## config.mk

```make
export PLATFORM = sky130hd
export DESIGN_NAME = mrcm_ram
export DESIGN_NICKNAME = d
export VERILOG_FILES = /design/src/sv/mrcm_ram.sv
export SDC_FILE = /design/constraint.sdc
export NUM_CORES = 2
export LEC_CHECK = 0
export BUFFER_PORTS_ARGS = -buffer_cell sky130_fd_sc_hd__buf_2
export CORE_MARGIN = 2
export CORE_UTILIZATION = 53
export DETAILED_ROUTE_END_ITERATION = 10
export PLACE_DENSITY = 0.68
export SETUP_SLACK_MARGIN = 0.02
export SKIP_CTS_REPAIR_TIMING = 1
export SYNTH_ARGS = -nofsm -noshare
export SYNTH_HDL_FRONTEND = slang
export SYNTH_SLANG_ARGS = --single-unit
```

## constraint.sdc

```tcl
create_clock -name clk -period 3.08 [get_ports clk]
set_input_delay 0.154 -clock clk [delete_from_list [all_inputs] [get_ports clk]]
set_output_delay 0.154 -clock clk [all_outputs]
set_load 0.03 [all_outputs]
```

## src/sv/mrcm_ram.sv

```systemverilog
// ----------------------------------------------------------------------------
// mrcm_ram
// Generic single write port, single read port RAM with registered read data.
// ----------------------------------------------------------------------------
module mrcm_ram #(
  parameter int WIDTH = 16,
  parameter int DEPTH = 256,
  localparam int AW = (DEPTH > 1) ? $clog2(DEPTH) : 1
) (
  input  logic             clk,
  input  logic             we,
  input  logic [AW-1:0]    waddr,
  input  logic [WIDTH-1:0] wdata,
  input  logic [AW-1:0]    raddr,
  output logic [WIDTH-1:0] rdata
);

  logic [WIDTH-1:0] mem [DEPTH];
  logic [WIDTH-1:0] rdata_r;

  // write port
  always_ff @(posedge clk) begin
    if (we) begin
      mem[waddr] <= wdata;
    end
  end

  // registered read port
  always_ff @(posedge clk) begin
    rdata_r <= mem[raddr];
  end

  assign rdata = rdata_r;

endmodule

```

==> results_dict.tcl <==
set metrics [dict create \
    p_per_area_nw_per_um2 643 \
    cp.arrival_ns 3.81 \
    synth_compound_area_share_pct 3.54 \
    intPower_mw 92.2 \
    p_clk_share_pct 42.0 \
    grt_pass1_wl_mm 591 \
    synth_enable_flop_cells 4096 \
    place_hpwl_mm 253 \
    period_needed_ns 3.02 \
    p_switching_mw 25.3 \
    final_antenna_net_count 0 \
    reg2regPathDepth 6 \
    synth_most_common_cell "edfxtp_1" \
    startpoint_type "flip-flop" \
    synth_top_family_by_area "multiplexers" \
    relSlewSlack_pct 8.30 \
    drc_errors 0 \
    clkLatencyLatePin_ns 0.97 \
    final_hold_viol_count 0 \
    synth_area_sq_um 159000 \
    grt_max_degree 124 \
    vias 81066 \
    hold_start "waddr[3]" \
    r2r-start "mem[55][5]" \
    setup_slack_ns 0.0646 \
    htreeDepth 5 \
    required_ns 3.88 \
    path_max_fanout 1 \
    yosysSeqAreaShare_pct 77.7 \
    clockBufferDepth 4 \
    antenna_found_initial 19 \
    worstMarginPinSlew_ns 1.38 \
    timing.clock.skew_ns 0.0831 \
    pre_cts_ws_ns -0.803 \
    initial_core_util_pct 53.4 \
    seqPwrFrac_pct 52.6 \
    synth_common_cells "edfxtp_1, mux4_2, mux2i_1, nor2_1, o221ai_1" \
    cts_tree "yes" \
    yosysUniqueCellTypes 52 \
    drv_slew 0 \
    synthAdderAreaFrac_pct 0 \
    whs_path_depth 4 \
    place_congestion 0.909 \
    area_growth_pct 15.1 \
    pin_count 50 \
    synthSimpleGateAreaFrac_pct 1.57 \
    crit_type "flip-flop to flip-flop" \
    rows 200 \
    rsz0062_at_grt "no" \
    synth_area_leader_cell "edfxtp_1" \
    yosys-top-cells-area "edfxtp_1, mux4_2, mux2i_1" \
    yosys-mux-area-fraction_pct 15.5 \
    comb_power_share_pct 5.3 \
    dieHeight_um 551 \
    synth-async-reset-ratio_pct 0 \
    setup_tns_ns 0 \
    drive_above_1_share_pct 27.7 \
    dr.pass1.iters 6 \
    ys_ff_latch 4112 \
    grt_overflow 0 \
    via_per_inst 6.51 \
    io_buffers 49 \
    cts_buffers 406 \
    crit_path_start "mem[55][5]" \
    hp-class "primary input to flip-flop" \
    dieArea_sq_um 304000 \
    rrSetupSlack_ns 0.06 \
    syn_avg_cell_area_sq_um 21.6 \
    first_iter_violations 11594 \
    grt_pass1_vias 80310 \
    wire_per_inst_um 33.3 \
    synthFlopType "edfxtp_1" \
    grtUsageTotal_pct 27.3 \
    root_buffer "clkbuf_16" \
    yosysWarnings 0 \
    setup_viol 0 \
    end_kind "flip-flop" \
    timing.fmax_mhz 332 \
    yosys.area_share.xor_xnor_pct 0 \
    wirelength_mm 415 \
    swShare_pct 21.5 \
    syn_inst 7360 \
    fp.dieW_um 551 \
    cts_sinks 4112 \
    fillCellCount 20151 \
    power_leakage_nw 58.8 \
    synth_fp_nets 7394 \
    fp.coreArea_sq_um 297000 \
    fin_nets 8197 \
    status "finished, final reports clean" \
    synth_top_cell_area_share_pct 77.5 \
    cts.reportedPaths.clkPinSlew_ns 0.07 \
    period_share_pct 97.9 \
    cap_violations 0 \
    irDropWorstVdd_mv 0.552 \
]
==> cells in the final DEF, fill, tap and decap left out, types with 12 or more instances in the layout <==
cell / count
a22oi_1: 43
clkbuf_1: 84
nand2_1: 38
nor2_1: 266
bufinv_16: 42
clkbuf_16: 410
nand4_1: 26
clkinvlp_4: 12
a22o_1: 32
nor2_2: 37
nand3_1: 26
nor4_1: 17
buf_2: 28
o22ai_1: 148
clkinv_2: 77
edfxtp_1: 4096
dfxtp_1: 16
o32ai_1: 20
dlygate4sd3_1: 17
clkinv_16: 14
buf_8: 17
o31ai_1: 16
buf_12: 129
o21ai_0: 37
o221ai_1: 252
nor3_1: 90
a221oi_1: 27
mux4_2: 797
clkinv_1: 96
a211oi_1: 18
buf_4: 654
mux2i_1: 565
a21oi_1: 174
mux2_2: 88
==> through the flow <==
| step | power, mW | utilization, % | instance area, sq um | hold slack [ns] | std cells |
|---|---|---|---|---|---|
| floorplan | 66.0 | - | 159000 | 0.253 | 7360 |
| global placement | 69.1 | 56.9 | 169000 | 0.592 | 11676 |
| detailed placement | 69.2 | 56.9 | 169000 | 0.603 | 11677 |
| CTS | 118 | 61.4 | 182000 | -0.406 | 12430 |
| global route | 120 | 61.4 | 183000 | 0.0181 | 12455 |
| finish | 117 | 61.4 | 183000 | 0.0292 | 12458 |
==> routing by layer <==
metal / track usage [%] / share of wire [%]
met5: 0 / 0.0065
met1: 38.1 / 38
met4: 11.7 / 4.7
met3: 5.28 / 10
met2: 42.6 / 47
==> cell families after synthesis <==
| logic type | Yosys count |
|---|---|
| buf+inv | 456 |
| flops | 4112 |
| simple gates | 556 |
| mux | 1450 |
| compound gates | 786 |
==> power by group through the flow <==
stage          clock network, mW  logic (mW)  registers [mW]
3_3_place_gp                   0        6.08            63.0
3_5_place_dp                   0        6.19            63.0
5_1_grt                     52.0        6.51            61.8
2_1_floorplan                  0        3.04            63.0
4_1_cts                     49.9        6.21            61.8
6_report                    49.4        6.26            61.8
==> worst max-delay path, cell delays in order, from the launching register on <==
cell	delay [ns]
edfxtp_1	0.36
mux4_2	0.50
mux4_2	0.54
a22o_1	0.45
o32ai_1	0.71
buf_4	0.26
nor4_1	0.06
==> path summary, 6_finish.rpt <==
path | endpoint
max | rdata[5]
min | mem[221][1]
max reg2reg | rdata[5]
min reg2reg | rdata[2]
==> sequential cells by signal, summed over array words and instances, names as in the netlist <==
| name | cells |
|---|---|
| rdata | 16 |
| mem | 4096 |
==> final cells by class <==
| cell class | instances | area [sq um] | share of cell area, % |
|---|---|---|---|
| sequential | 4112 | 123000 | 67.5 |
| multi-input combinational | 2792 | 32900 | 18.0 |
| clock buffer | 497 | 10600 | 5.81 |
| timing repair buffer | 847 | 8080 | 4.43 |
| tap | 3939 | 4930 | 2.70 |
| clock inverter | 256 | 2720 | 1.49 |
| inverter | 4 | 27.5 | 0.0151 |
| antenna | 11 | 27.5 | 0.0151 |
(Power assumes the default switching activity.)
