[src/sv/mrcm_pkg.sv]
// ----------------------------------------------------------------------------
// mrcm_pkg
// Shared widths, command and register codes for the row chunk multiplier.
// ----------------------------------------------------------------------------
package mrcm_pkg;

  // default matrix dimension
  localparam int MAT_DIM_DEF = 16;

  // field widths
  localparam int IDX_W  = 4;
  localparam int ELEM_W = 16;
  localparam int PROD_W = 2 * ELEM_W;
  localparam int SUM_W  = 48;
  localparam int ACC_W  = 56;
  localparam int CMD_W  = 2;

  // configuration port widths
  localparam int CFG_IDX_W  = 2;
  localparam int CFG_DATA_W = 5;
  localparam int CNT_W      = 5;

  // item commands
  localparam logic [CMD_W-1:0] CMD_WR_A    = 2'd0;
  localparam logic [CMD_W-1:0] CMD_WR_B    = 2'd1;
  localparam logic [CMD_W-1:0] CMD_WR_C    = 2'd2;
  localparam logic [CMD_W-1:0] CMD_COMPUTE = 2'd3;

  // configuration register indexes
  localparam logic [CFG_IDX_W-1:0] REG_FIRST_ROW = 2'd0;
  localparam logic [CFG_IDX_W-1:0] REG_ROW_COUNT = 2'd1;

  // multiply-accumulate controls
  typedef struct packed {
    logic load;
    logic add;
  } mac_ctl_t;

endpackage

[src/sv/mrcm_mac.sv]
// ----------------------------------------------------------------------------
// mrcm_mac
// Registered multiplier, wide accumulator and 48-bit saturation of the sum.
// ----------------------------------------------------------------------------
module mrcm_mac (
  input  logic                                clk,
  input  mrcm_pkg::mac_ctl_t                  ctl,
  input  logic signed [mrcm_pkg::ELEM_W-1:0]  a_data,
  input  logic signed [mrcm_pkg::ELEM_W-1:0]  b_data,
  input  logic signed [mrcm_pkg::SUM_W-1:0]   c_data,
  output logic signed [mrcm_pkg::SUM_W-1:0]   sum_sat,
  output logic                                sat
);

  localparam int ACC_W  = mrcm_pkg::ACC_W;
  localparam int SUM_W  = mrcm_pkg::SUM_W;
  localparam int PROD_W = mrcm_pkg::PROD_W;

  logic signed [PROD_W-1:0] prod_r;
  logic signed [ACC_W-1:0]  acc_r;
  logic signed [ACC_W-1:0]  acc_nxt;
  logic [ACC_W-SUM_W:0]     top_bits;

  // product register
  always_ff @(posedge clk) begin
    prod_r <= a_data * b_data;
  end

  // accumulator: load stored element, then add products
  always_comb begin
    acc_nxt = acc_r;
    if (ctl.load) begin
      acc_nxt = {{(ACC_W-SUM_W){c_data[SUM_W-1]}}, c_data};
    end else if (ctl.add) begin
      acc_nxt = acc_r + {{(ACC_W-PROD_W){prod_r[PROD_W-1]}}, prod_r};
    end
  end

  always_ff @(posedge clk) begin
    acc_r <= acc_nxt;
  end

  // clip to the 48-bit range
  assign top_bits = acc_r[ACC_W-1:SUM_W-1];
  assign sat = !((top_bits == '0) || (top_bits == '1));

  always_comb begin
    if (!sat) begin
      sum_sat = acc_r[SUM_W-1:0];
    end else if (acc_r[ACC_W-1]) begin
      sum_sat = {1'b1, {(SUM_W-1){1'b0}}};
    end else begin
      sum_sat = {1'b0, {(SUM_W-1){1'b1}}};
    end
  end

endmodule

[config.mk]
export PLATFORM = sky130hd
export DESIGN_NAME = mrcm_mac
export DESIGN_NICKNAME = d
export VERILOG_FILES = /design/src/sv/mrcm_pkg.sv /design/src/sv/mrcm_mac.sv
export SDC_FILE = /design/constraint.sdc
export NUM_CORES = 1
export LEC_CHECK = 0
export BUFFER_PORTS_ARGS = -buffer_cell sky130_fd_sc_hd__buf_2
export CAP_MARGIN = 20
export CORE_MARGIN = 2
export CORE_UTILIZATION = 60
export DETAILED_ROUTE_END_ITERATION = 8
export GPL_ROUTABILITY_DRIVEN = 0
export PLACE_DENSITY = 0.78
export SYNTH_ARGS = -nofsm -noshare
export SYNTH_HDL_FRONTEND = slang
export SYNTH_SLANG_ARGS = --single-unit
[constraint.sdc]
create_clock -name clk -period 8.15 [get_ports clk]
set_clock_uncertainty 0.2 [all_clocks]
set_input_delay 0.815 -clock clk [delete_from_list [all_inputs] [get_ports clk]]
set_output_delay 0.815 -clock clk [all_outputs]
set_load 0.01 [all_outputs]
==> impl_metrics.env <==
export IMPL_synth_area_leader_cell="fa_1"
export IMPL_grt_first_pass_wirelength_um=64200
export IMPL_ys_seq_area_share_pct=14.3
export IMPL_final_antenna_net_count=0
export IMPL_synth_edf_count=56
export IMPL_synth_fa_ha_area_share_pct=43.0
export IMPL_synth_xor_area_share_pct=4.21
export IMPL_worstPathArrival_ps=6780
export IMPL_port_buffers=131
export IMPL_fin_crit_ps=6700
export IMPL_worstRegToRegCells=10
export IMPL_synthTopCellsByArea="fa_1 32%, ha_1 11%, edfxtp_1 10%, inv_1 7.3%, nand2_1 5.1%"
export IMPL_drt_iter0_drc=1079
export IMPL_die_w_um=168
export IMPL_cts_sinks=88
export IMPL_syn_num_nets=2294
export IMPL_drc_errors=0
export IMPL_setup_viol=0
export IMPL_synthSimpleGateAreaFrac_pct=15.2
export IMPL_cts_tree="built"
export IMPL_syn_area_mm2=0.0162
export IMPL_path_class="in2reg"
export IMPL_max_slew_margin_rel_pct=33.3
export IMPL_r2r_slack_ps=4360
export IMPL_grtUsageTotal_pct=27.8
export IMPL_start_util_pct=60.7
export IMPL_dieArea_mm2=0.0284
export IMPL_synth_cells=1811
export IMPL_root_buffer="clkbuf_16"
export IMPL_via_count=12953
export IMPL_yosysWarnings=0
export IMPL_rsz0062_at_grt="false"
export IMPL_reg2reg_to="acc_r[55]$_DFFE_PP_"
export IMPL_htree_levels=3
export IMPL_synth_top_family_by_area="adder cells"
export IMPL_cts_made_buffers=9
export IMPL_r2r_start="acc_r[17]$_DFFE_PP_"
export IMPL_antenna_found_initial=0
export IMPL_endpoint_kind="flip-flop"
export IMPL_path_clk_slew_ps=60
export IMPL_via_per_inst=5.79
export IMPL_cts_resized=0
export IMPL_fin_setup_tns_ps=0
export IMPL_ios=132
export IMPL_grt_max_degree=113
export IMPL_synth_top_area_share_pct=32.5
export IMPL_required_ps=8220
export IMPL_coreArea_mm2=0.0267
export IMPL_fmax_mhz=149
export IMPL_place_hpwl_um=30800
export IMPL_grt_pass1_vias=13315
export IMPL_synth_seq_cells=88
export IMPL_die_y_um=168
export IMPL_wl_per_cell_um=17.0
export IMPL_clk_latency_ps=350
export IMPL_synth_compound_area_share_pct=14.1
export IMPL_worst_slew_pin_slew_ps=1000
export IMPL_cap_violations=0
export IMPL_overflow=0
export IMPL_first_pass_iters=7
export IMPL_cts_hold_buf=0
export IMPL_n_antenna_cell=0
export IMPL_area_growth_pct=7.21
export IMPL_maxSlewViolCount=0
export IMPL_synth_mux_area_share_pct=0.208
export IMPL_post_cts_buffers=0
export IMPL_syn_avg_cell_area_um2=8.95
export IMPL_synth_cell_type_count=63
export IMPL_min_period_over_period_pct=82.3
export IMPL_fin_nets=2374
export IMPL_status="complete, no violations"
export IMPL_wl_um=38000
export IMPL_mostFrequentLayoutCells="315 x inv_1, 263 x fa_1, 219 x nand2_1"
export IMPL_ys_async_sr_fraction_pct=0
export IMPL_startpoint="a_data[15]"
export IMPL_drive_gt1_share_pct=8.70
export IMPL_start_kind="primary input"
export IMPL_final_common_cell="inv_1"
export IMPL_hold_path_class="reg2reg"
export IMPL_critical_path_max_fanout=16
export IMPL_ys_flop_type="edfxtp_1"
export IMPL_fill_cells=2158
export IMPL_hold_viol=0
export IMPL_worstSetupEndpoint="prod_r[30]$_DFF_P_"
export IMPL_rows=60
export IMPL_clk_path_buf_depth=2
routing by layer:
metal / up-vias / routed length [um] / track usage (%)
met3: 55 / 2920 / 3.67
met2: 566 / 17600 / 46.7
met5: - / 0 / 0
met1: 6293 / 16900 / 39.1
li1: 6039 / - / -
met4: 0 / 578 / 5.73
state kept, by name, indices dropped and copies added (netlist names):
register and cells:
prod_r 32, acc_r 56
worst max-delay path: stages:
cell,delay (ps)
buf_2,260
and2_1,230
inv_1,70
fa_1,540
inv_1,80
fa_1,780
fa_1,520
fa_1,510
fa_1,500
inv_1,50
fa_1,470
inv_1,40
ha_1,370
a21oi_1,190
o211ai_1,120
a21oi_1,160
o21ai_1,160
a2111oi_0,440
o21bai_1,130
a21oi_1,210
xnor2_1,150
how the worst min path moves through the flow:
stage,startpoint,endpoint,slack (ps),cells after the start
finish,prod_r[0]$_DFF_P_,acc_r[0]$_DFFE_PP_,520,2
global route,c_data[43],acc_r[43]$_DFFE_PP_,550,3
CTS,prod_r[0]$_DFF_P_,acc_r[0]$_DFFE_PP_,520,2
detailed placement,acc_r[0]$_DFFE_PP_,acc_r[0]$_DFFE_PP_,510,2
global placement,acc_r[0]$_DFFE_PP_,acc_r[0]$_DFFE_PP_,480,2
floorplan,prod_r[0]$_DFF_P_,acc_r[0]$_DFFE_PP_,430,2
logic make-up (layout without fill, tap and decap cells):
logic type,after synthesis,count (layout)
simple gates,502,502
fa+ha+maj,400,400
buf+inv,382,467
compound gates,358,358
flops,88,88
xor+xnor,78,78
mux,3,3
cell usage after synthesis, drive strengths merged (46+ instances only):
library cell	count
a21o	76
a21oi	93
and2	124
clkbuf	64
edfxtp	56
fa	263
ha	137
inv	315
nand2	219
nor2	59
o21ai	87
xnor2	46
area by class of cell:
class                           count  area (um^2)  share of cell area [%]
Tap cell                          341          427                    2.45
Timing Repair Buffer              136          713                    4.10
Inverter                          315         1180                    6.80
Multi-Input combinational cell   1341        12500                    71.8
Sequential cell                    88         2320                    13.4
Clock inverter                      5         33.8                   0.194
Clock buffer                       11          233                    1.34
per-stage QoR:
| step | hold WS (ps) | instances | setup slack (ps) | instance area [um^2] | util [%] |
|---|---|---|---|---|---|
| 3_5_place_dp | 507 | 2220 | 1130 | 17100 | 63.9 |
| 4_1_cts | 522 | 2236 | 1490 | 17400 | 64.9 |
| 3_3_place_gp | 484 | 2220 | 1350 | 17100 | 63.9 |
| 2_1_floorplan | 432 | 1811 | 1690 | 16200 | - |
| 6_report | 515 | 2237 | 1450 | 17400 | 65.0 |
| 5_1_grt | 549 | 2237 | 1110 | 17400 | 65.0 |
Power is not shown: default switching activity piles up to over one toggle a cycle in this logic, so the estimate is an artifact.
